File: config.mk
export PLATFORM = sky130hd
export DESIGN_NAME = base64_stream_encoder_core_flat
export DESIGN_NICKNAME = d
export VERILOG_FILES = /design/src/rtl/core/b64e_pkg.sv /design/src/rtl/core/b64e_if.sv /design/src/rtl/core/b64e_front.sv /design/src/rtl/core/b64e_queue.sv /design/src/rtl/core/b64e_back.sv /design/src/rtl/core/base64_stream_encoder_core.sv /design/src/flat_wrapper.sv
export SDC_FILE = /design/constraint.sdc
export NUM_CORES = 1
export LEC_CHECK = 0
export ABC_CLOCK_PERIOD_IN_PS = 4500
export BUFFER_PORTS_ARGS = -buffer_cell sky130_fd_sc_hd__buf_2
export CORE_MARGIN = 2
export CORE_UTILIZATION = 64
export CTS_CLUSTER_DIAMETER = 200
export DETAILED_ROUTE_END_ITERATION = 8
export PLACE_DENSITY = 0.82
export SLEW_MARGIN = 20
export SYNTH_ARGS = -nofsm -noshare
export SYNTH_HDL_FRONTEND = slang
export SYNTH_HIERARCHICAL = 1
export SYNTH_SLANG_ARGS = --single-unit
File: constraint.sdc
create_clock -name clk_i -period 4.5 [get_ports clk_i]
set_input_delay 0.675 -clock clk_i [delete_from_list [all_inputs] [get_ports clk_i]]
set_output_delay 0.675 -clock clk_i [all_outputs]
set_load 0.02 [all_outputs]
File: src/rtl/core/b64e_pkg.sv
package b64e_pkg;

  localparam int unsigned ByteW  = 8;
  localparam int unsigned CharW  = 7;
  localparam int unsigned SextW  = 6;
  localparam int unsigned JobMax = 4;
  localparam int unsigned IdxW   = $clog2(JobMax);
  localparam int unsigned QDepth = 2;
  localparam int unsigned QPtrW  = $clog2(QDepth);
  localparam int unsigned QCntW  = $clog2(QDepth + 1);

  localparam logic [CharW-1:0] CharUpperA = 7'h41;
  localparam logic [CharW-1:0] CharPlus   = 7'h2B;
  localparam logic [CharW-1:0] CharSlash  = 7'h2F;
  localparam logic [CharW-1:0] CharPad    = 7'h3D;
  // offsets from the sextet value to ASCII for the lower-case and digit ranges
  localparam logic [CharW-1:0] OffsLower  = 7'd71;
  localparam logic [CharW-1:0] OffsDigit  = 7'd4;

  localparam logic [SextW-1:0] SextLowerA = 6'd26;
  localparam logic [SextW-1:0] SextDigit0 = 6'd52;
  localparam logic [SextW-1:0] SextPlus   = 6'd62;

  // position within the 3-byte group
  typedef enum logic [2:0] {
    POS_0 = 3'b001,
    POS_1 = 3'b010,
    POS_2 = 3'b100
  } pos_e;

  // one decoded byte: up to four characters, index of the final one,
  // and whether that final one closes the message
  typedef struct packed {
    logic [JobMax-1:0][CharW-1:0] chars;
    logic [IdxW-1:0]              last_idx;
    logic                         eot;
  } job_t;

  function automatic logic [CharW-1:0] b64e_alpha(input logic [SextW-1:0] v);
    logic [CharW-1:0] c;
    c = {1'b0, v};
    if (v < SextLowerA) begin
      return c + CharUpperA;
    end else if (v < SextDigit0) begin
      return c + OffsLower;
    end else if (v < SextPlus) begin
      return c - OffsDigit;
    end else if (v == SextPlus) begin
      return CharPlus;
    end else begin
      return CharSlash;
    end
  endfunction

endpackage

File: src/rtl/core/b64e_if.sv
interface b64e_byte_if;
  logic       valid;
  logic       ready;
  logic [7:0] data_byte;
  logic       is_last;

  modport source (output valid, output data_byte, output is_last, input ready);
  modport sink   (input valid, input data_byte, input is_last, output ready);
endinterface

interface b64e_char_if;
  logic       valid;
  logic       ready;
  logic [6:0] out_char;
  logic       end_of_text;

  modport source (output valid, output out_char, output end_of_text, input ready);
  modport sink   (input valid, input out_char, input end_of_text, output ready);
endinterface

File: src/rtl/core/b64e_front.sv
module b64e_front import b64e_pkg::*; (
  input  logic             clk_i,
  input  logic             rst_ni,
  input  logic             accept_i,
  input  logic [ByteW-1:0] data_byte_i,
  input  logic             is_last_i,
  output job_t             job_o
);

  pos_e       pos_q, pos_d;
  logic [3:0] left_q, left_d;

  always_comb begin
    job_o          = '0;
    job_o.chars[2] = CharPad;
    job_o.chars[3] = CharPad;
    pos_d          = POS_0;
    left_d         = '0;
    unique case (pos_q)
      POS_1: begin
        job_o.chars[0] = b64e_alpha({left_q[1:0], data_byte_i[7:4]});
        if (is_last_i) begin
          job_o.chars[1] = b64e_alpha({data_byte_i[3:0], 2'b00});
          job_o.last_idx = IdxW'(2);
          job_o.eot      = 1'b1;
        end else begin
          pos_d  = POS_2;
          left_d = data_byte_i[3:0];
        end
      end
      POS_2: begin
        job_o.chars[0] = b64e_alpha({left_q, data_byte_i[7:6]});
        job_o.chars[1] = b64e_alpha(data_byte_i[5:0]);
        job_o.last_idx = IdxW'(1);
        job_o.eot      = is_last_i;
      end
      default: begin
        job_o.chars[0] = b64e_alpha(data_byte_i[7:2]);
        if (is_last_i) begin
          job_o.chars[1] = b64e_alpha({data_byte_i[1:0], 4'b0000});
          job_o.last_idx = IdxW'(3);
          job_o.eot      = 1'b1;
        end else begin
          pos_d  = POS_1;
          left_d = {2'b00, data_byte_i[1:0]};
        end
      end
    endcase
  end

  always_ff @(posedge clk_i or negedge rst_ni) begin
    if (!rst_ni) begin
      pos_q  <= POS_0;
      left_q <= '0;
    end else if (accept_i) begin
      pos_q  <= pos_d;
      left_q <= left_d;
    end
  end

endmodule

File: src/rtl/core/b64e_queue.sv
module b64e_queue import b64e_pkg::*; (
  input  logic clk_i,
  input  logic rst_ni,
  input  logic push_i,
  input  job_t job_i,
  output logic full_o,
  input  logic pop_i,
  output logic avail_o,
  output job_t job_o
);

  job_t             mem_q [QDepth];
  logic [QPtrW-1:0] wr_q, rd_q;
  logic [QCntW-1:0] cnt_q;

  assign full_o  = (cnt_q == QCntW'(QDepth));
  assign avail_o = (cnt_q != '0);
  assign job_o   = mem_q[rd_q];

  always_ff @(posedge clk_i) begin
    if (push_i) begin
      mem_q[wr_q] <= job_i;
    end
  end

  always_ff @(posedge clk_i or negedge rst_ni) begin
    if (!rst_ni) begin
      wr_q  <= '0;
      rd_q  <= '0;
      cnt_q <= '0;
    end else begin
      if (push_i) wr_q <= wr_q + QPtrW'(1);
      if (pop_i)  rd_q <= rd_q + QPtrW'(1);
      if (push_i && !pop_i) begin
        cnt_q <= cnt_q + QCntW'(1);
      end else if (pop_i && !push_i) begin
        cnt_q <= cnt_q - QCntW'(1);
      end
    end
  end

endmodule

File: src/rtl/core/b64e_back.sv
module b64e_back import b64e_pkg::*; (
  input  logic             clk_i,
  input  logic             rst_ni,
  input  logic             avail_i,
  input  job_t             job_i,
  output logic             pop_o,
  output logic             valid_o,
  input  logic             ready_i,
  output logic [CharW-1:0] out_char_o,
  output logic             end_of_text_o
);

  job_t            cur_q;
  logic            cur_vld_q;
  logic [IdxW-1:0] idx_q;
  logic            out_vld_q;
  logic [CharW-1:0] char_q;
  logic            eot_q;
  logic            out_free, emit, done;

  assign out_free = !out_vld_q || ready_i;
  assign emit     = cur_vld_q && out_free;
  assign done     = emit && (idx_q == cur_q.last_idx);
  assign pop_o    = avail_i && (!cur_vld_q || done);

  assign valid_o       = out_vld_q;
  assign out_char_o    = char_q;
  assign end_of_text_o = eot_q;

  always_ff @(posedge clk_i) begin
    if (pop_o) cur_q <= job_i;
    if (emit) begin
      char_q <= cur_q.chars[idx_q];
      eot_q  <= done && cur_q.eot;
    end
  end

  always_ff @(posedge clk_i or negedge rst_ni) begin
    if (!rst_ni) begin
      cur_vld_q <= 1'b0;
      idx_q     <= '0;
      out_vld_q <= 1'b0;
    end else begin
      if (emit) begin
        out_vld_q <= 1'b1;
      end else if (ready_i) begin
        out_vld_q <= 1'b0;
      end
      if (pop_o) begin
        cur_vld_q <= 1'b1;
      end else if (done) begin
        cur_vld_q <= 1'b0;
      end
      if (done || !cur_vld_q) begin
        idx_q <= '0;
      end else if (emit) begin
        idx_q <= idx_q + IdxW'(1);
      end
    end
  end

endmodule

File: src/rtl/core/base64_stream_encoder_core.sv
// Base64 stream encoder, standard alphabet with '=' padding.
//
// in_i  : raw byte words (data_byte, is_last); is_last marks the final byte
//         of a message. Every message carries at least one byte.
// out_o : one ASCII character per word (out_char); end_of_text is set on the
//         final character of the encoded message, after any padding.
//
// A byte gives one character at group positions 0 and 1, two at position 2;
// a last byte gives four (position 0), three (1) or two (2) with padding.
// The first character of a byte passes the job queue, the back end's
// current-job register and the output register. Throughput: out_o moves
// one character per cycle while out_o.ready holds; the input byte rate
// follows it, set by the character serialiser in the back end.
// The front end decodes each byte into a character job in the cycle it is
// taken; a 2-entry job queue lets it keep taking bytes while out_o stalls.
// in_i.ready drops only once that queue is full.
// Reset: asynchronous, active low; group position and queue are cleared,
// out_o.valid goes low, and the next byte starts a fresh group.
module base64_stream_encoder_core import b64e_pkg::*; (
  input  logic        clk_i,
  input  logic        rst_ni,
  b64e_byte_if.sink   in_i,
  b64e_char_if.source out_o
);

  logic q_full, q_avail, q_pop, in_accept;
  job_t front_job, head_job;

  // front end takes a word whenever the queue has room
  assign in_i.ready = !q_full;
  assign in_accept  = in_i.valid && !q_full;

  b64e_front u_front (
    .clk_i       (clk_i),
    .rst_ni      (rst_ni),
    .accept_i    (in_accept),
    .data_byte_i (in_i.data_byte),
    .is_last_i   (in_i.is_last),
    .job_o       (front_job)
  );

  b64e_queue u_queue (
    .clk_i   (clk_i),
    .rst_ni  (rst_ni),
    .push_i  (in_accept),
    .job_i   (front_job),
    .full_o  (q_full),
    .pop_i   (q_pop),
    .avail_o (q_avail),
    .job_o   (head_job)
  );

  // back end: serialises one job, one character per cycle while out_o is not
  // stalled, into the output register
  b64e_back u_back (
    .clk_i         (clk_i),
    .rst_ni        (rst_ni),
    .avail_i       (q_avail),
    .job_i         (head_job),
    .pop_o         (q_pop),
    .valid_o       (out_o.valid),
    .ready_i       (out_o.ready),
    .out_char_o    (out_o.out_char),
    .end_of_text_o (out_o.end_of_text)
  );

endmodule

File: src/flat_wrapper.sv
// flat-port wrapper written by rule: the top's interface ports become plain ports
module base64_stream_encoder_core_flat import b64e_pkg::*;
  (clk_i, rst_ni, in_i_valid, in_i_data_byte, in_i_is_last, in_i_ready, out_o_valid, out_o_out_char, out_o_end_of_text, out_o_ready);
  b64e_byte_if in_i_i ();
  b64e_char_if out_o_i ();
  input  logic clk_i;
  input  logic rst_ni;
  input wire logic [$bits(in_i_i.valid)-1:0] in_i_valid;
  input wire logic [$bits(in_i_i.data_byte)-1:0] in_i_data_byte;
  input wire logic [$bits(in_i_i.is_last)-1:0] in_i_is_last;
  output wire logic [$bits(in_i_i.ready)-1:0] in_i_ready;
  output wire logic [$bits(out_o_i.valid)-1:0] out_o_valid;
  output wire logic [$bits(out_o_i.out_char)-1:0] out_o_out_char;
  output wire logic [$bits(out_o_i.end_of_text)-1:0] out_o_end_of_text;
  input wire logic [$bits(out_o_i.ready)-1:0] out_o_ready;
  assign in_i_i.valid = in_i_valid;
  assign in_i_i.data_byte = in_i_data_byte;
  assign in_i_i.is_last = in_i_is_last;
  assign in_i_ready = in_i_i.ready;
  assign out_o_valid = out_o_i.valid;
  assign out_o_out_char = out_o_i.out_char;
  assign out_o_end_of_text = out_o_i.end_of_text;
  assign out_o_i.ready = out_o_ready;
  base64_stream_encoder_core u_core (.clk_i(clk_i), .rst_ni(rst_ni), .in_i(in_i_i), .out_o(out_o_i));
endmodule
==> flow_summary.yaml <==
clock_tree:
  cts_made_buffers: 17
  clock_latency_ps: 510
  cts.sinks: 116
  cts_buffer_depth: 2
  cts.root.buffer_cell: "clkbuf_8"
  ctsResizeCount: 0
  cts_hold_buf: 0
  cts_tree: "done"
  htree_levels: 4
  cts_setup_buffers: 0
  clk_pin_slew_worst_paths_ps: 50
critical_path:
  r2r_start: "u_core/u_front/left_q[1]"
  cp.arrival_ps: 3070
  critPathLaunchType: "primary input"
  r2r_end: "u_core/u_queue/mem_q[1][6]"
  crit_path_end_kind: "register"
  worstSetupPathType: "primary input to register"
  crit_fanout: 14
  rrSetupSlack_ps: 1790
  reg2reg_depth: 6
  cp_data_required_time_ps: 4720
yosys:
  synth-edff-count: 101
  ys_ff_latch: 116
  synthTopCellsByArea: "edfxtp_1 46%, mux2_4 6.6%, dfrtp_1 5.3%"
  netlist_instances: 531
  synth.cell_area_mm2: 0.006605
  synth_flop_cell: "edfxtp_1"
  yosysWarnings: 6
  synth_cell_types: 79
  synth_area_per_cell_um2: 12.44
  async_flop_share_pct: 12.93
  seq_area_frac_synth_pct: 51.62
  synth_top_area_share_pct: 45.92
  synth_top_area_cell: "edfxtp_1"
final_layout:
  final_layout_size_suffix_gt1_share_pct: 21.33
  sequential_cell_area_mm2: 0.003411
  fin_cells: 694
  area_growth_pct: 8.392
  nNetsFinal: 582
  final_area_mm2: 0.007159
  fin_util_pct: 70.29
  num_antenna_cells: 0
  final.fill_count: 717
  multi_input_area_mm2: 0.002825
grt:
  grt_max_degree: 33
  antenna_found_initial: 0
  grt_usage_pct: 25.71
  grt_pass1_wl_mm: 21.91
  grt.overflow.total: 0
  grt_pass1_vias: 4186
floorplan:
  core.rowCount: 37
  start_util_pct: 64.85
  die_w_um: 105.6
  die_h_um: 105.6
  die-area_mm2: 0.01115
  io_pins: 23
  core_area_mm2: 0.01018
sta:
  final_hold_viol_count: 0
  tightest_slew_ps: 1015
  min_period_over_period_pct: 63.29
  rsz0062_at_grt: "no"
  fmaxAchievable_ghz: 0.3511
  finalSetupTns_ps: 0
  setup_viol_count_final: 0
  final-max-slew-violation-count: 0
  min_period_ps: 2848
  slew_headroom_pct: 32.30
  skew_ps: 6.614
drt:
  drt-pass1-iter-count: 6
  post_drt_wl_per_cell_um: 19.56
  ant_nets: 0
  route.detailed.drc: 0
  wirelength_mm: 13.58
  drtIter0Drc: 409
  vias_per_cell: 6.182
  routed-via-count: 4290
power_and_ir_drop:
  p_per_area_mw_per_mm2: 606.7
  leakage_nw: 2.667
  ir_worst_vdd_mv: 0.3836
placed_design:
  gp_congestion: 0.9253
  port-buffer-count: 22
  place_inst: 662
  placed_cell_area_mm2: 0.006633
  dp_hpwl_mm: 9.027
run_status:
  status: "finished, final reports clean"
flow_run:
  max_cap_viol_count: 0
min_path:
  hold_class: "primary input to async pin"
cell type report:
type | count | area share (%)
Timing Repair Buffer | 26 | 1.957
Tap cell | 136 | 2.377
Clock buffer | 29 | 7.113
Multi-Input combinational cell | 361 | 39.46
Inverter | 23 | 1.206
Clock inverter | 3 | 0.2447
Sequential cell | 116 | 47.64
cell usage in the layout (no fill, tap or decap), drive strengths merged, types with 4 or more instances in the layout:
master  count
edfxtp    101
mux2       35
nor2       31
clkbuf     29
nand2      27
buf        26
ha         24
o21ai      24
inv        23
a21oi      23
nand3      22
nor3       19
xnor2      14
conb       14
dfrtp      14
nor2b      11
a31oi       9
and2        8
nand2b      7
mux4        7
xor2        7
o211ai      7
and3        5
o22ai       5
a211oi      4
o311ai      4
a221oi      4
worst max-delay path, cell delays in order:
cell	delay, ps
buf_2	270
inv_1	220
ha_1	250
a21o_1	180
a21oi_1	690
o21ai_0	280
a222oi_1	340
nand3_1	160
flip-flops by register name (all words and copies together), names as in the netlist:
name	cells
u_core/u_back/cur_q	31
u_core/u_queue/mem_q	62
u_core/u_back/cur_vld_q	1
u_core/u_front/pos_q	3
u_core/u_front/left_q	4
u_core/u_back/idx_q	2
u_core/u_back/out_char_o	7
u_core/u_back/valid_o	1
u_core/u_queue/wr_q	1
u_core/u_queue/rd_q	1
u_core/u_back/end_of_text_o	1
u_core/u_queue/cnt_q	2
metal layers:
layer | track usage [%] | vias to the layer above | wire length (um) | share of wire (%)
met2 | 44.84 | 201 | 7065 | 52
met3 | 4.515 | 22 | 730 | 5.4
met5 | 0 | - | 0 | 0
li1 | - | 2006 | - | -
met1 | 32.51 | 2061 | 5560 | 41
met4 | 8.741 | 0 | 220 | 1.6
per-stage QoR:
| stage | hold WS [ps] | total power, mW | setup WS [ps] |
|---|---|---|---|
| 3_3_place_gp | 466.5 | 3.108 | 1273 |
| 4_1_cts | 50.76 | 4.370 | 1794 |
| 3_5_place_dp | 491.2 | 3.168 | 1275 |
| 5_1_grt | 89.95 | 4.551 | 1541 |
| 2_1_floorplan | 379.4 | 2.910 | 117.0 |
| 6_report | 76.32 | 4.343 | 1652 |
cell families (layout without fill, tap and decap cells):
group                    count (synthesis)  after routing  synth area share (%)
flip-flops                             116            116                 51.62
AND/OR/NAND/NOR                        145            145                 11.67
AO/OA/AOI/OAI                          113            113                 12.18
multiplexers                            44             44                 10.36
buffers and inverters                   66             81                 6.611
adder cells (fa/ha/maj)                 24             24                 4.546
other                                    2             14                0.1137
XOR/XNOR                                21             21                 2.898
cells in the mapped netlist, types with 6 or more instances:
master and instances:
edfxtp_1 101, nor2_1 31, mux2_4 29, nand2_1 27, ha_1 24, inv_1 21
nand3_1 21, a21oi_1 20, buf_4 20, o21ai_0 20, nor3_1 16, dfrtp_1 14
xnor2_1 14, nor2b_1 11, buf_2 10, a31oi_1 9, buf_6 7, nand2b_1 7
and2_1 6, mux4_2 6, o211ai_1 6, xor2_1 6
how the worst max path moves through the flow:
stage                            from                          end  slack, ps  depth (start not counted)
finish              in_i_data_byte[6]   u_core/u_queue/mem_q[1][6]       1650                          8
global route        in_i_data_byte[3]  u_core/u_queue/mem_q[1][16]       1540                         10
CTS                 in_i_data_byte[3]  u_core/u_queue/mem_q[0][14]       1790                         10
detailed placement  in_i_data_byte[3]  u_core/u_queue/mem_q[0][14]       1280                         10
global placement    in_i_data_byte[6]   u_core/u_queue/mem_q[0][6]       1270                          8
floorplan                 out_o_ready      u_core/u_queue/cnt_q[1]        120                          8
power by group:
part	total [mW]	switching, mW	internal, mW	leakage, nW
registers	1.94	0.279	1.66	1.12
clock network	1.15	0.407	0.746	0.257
logic	1.25	0.667	0.584	1.29
Note: power is estimated with default switching activity, not from simulation.
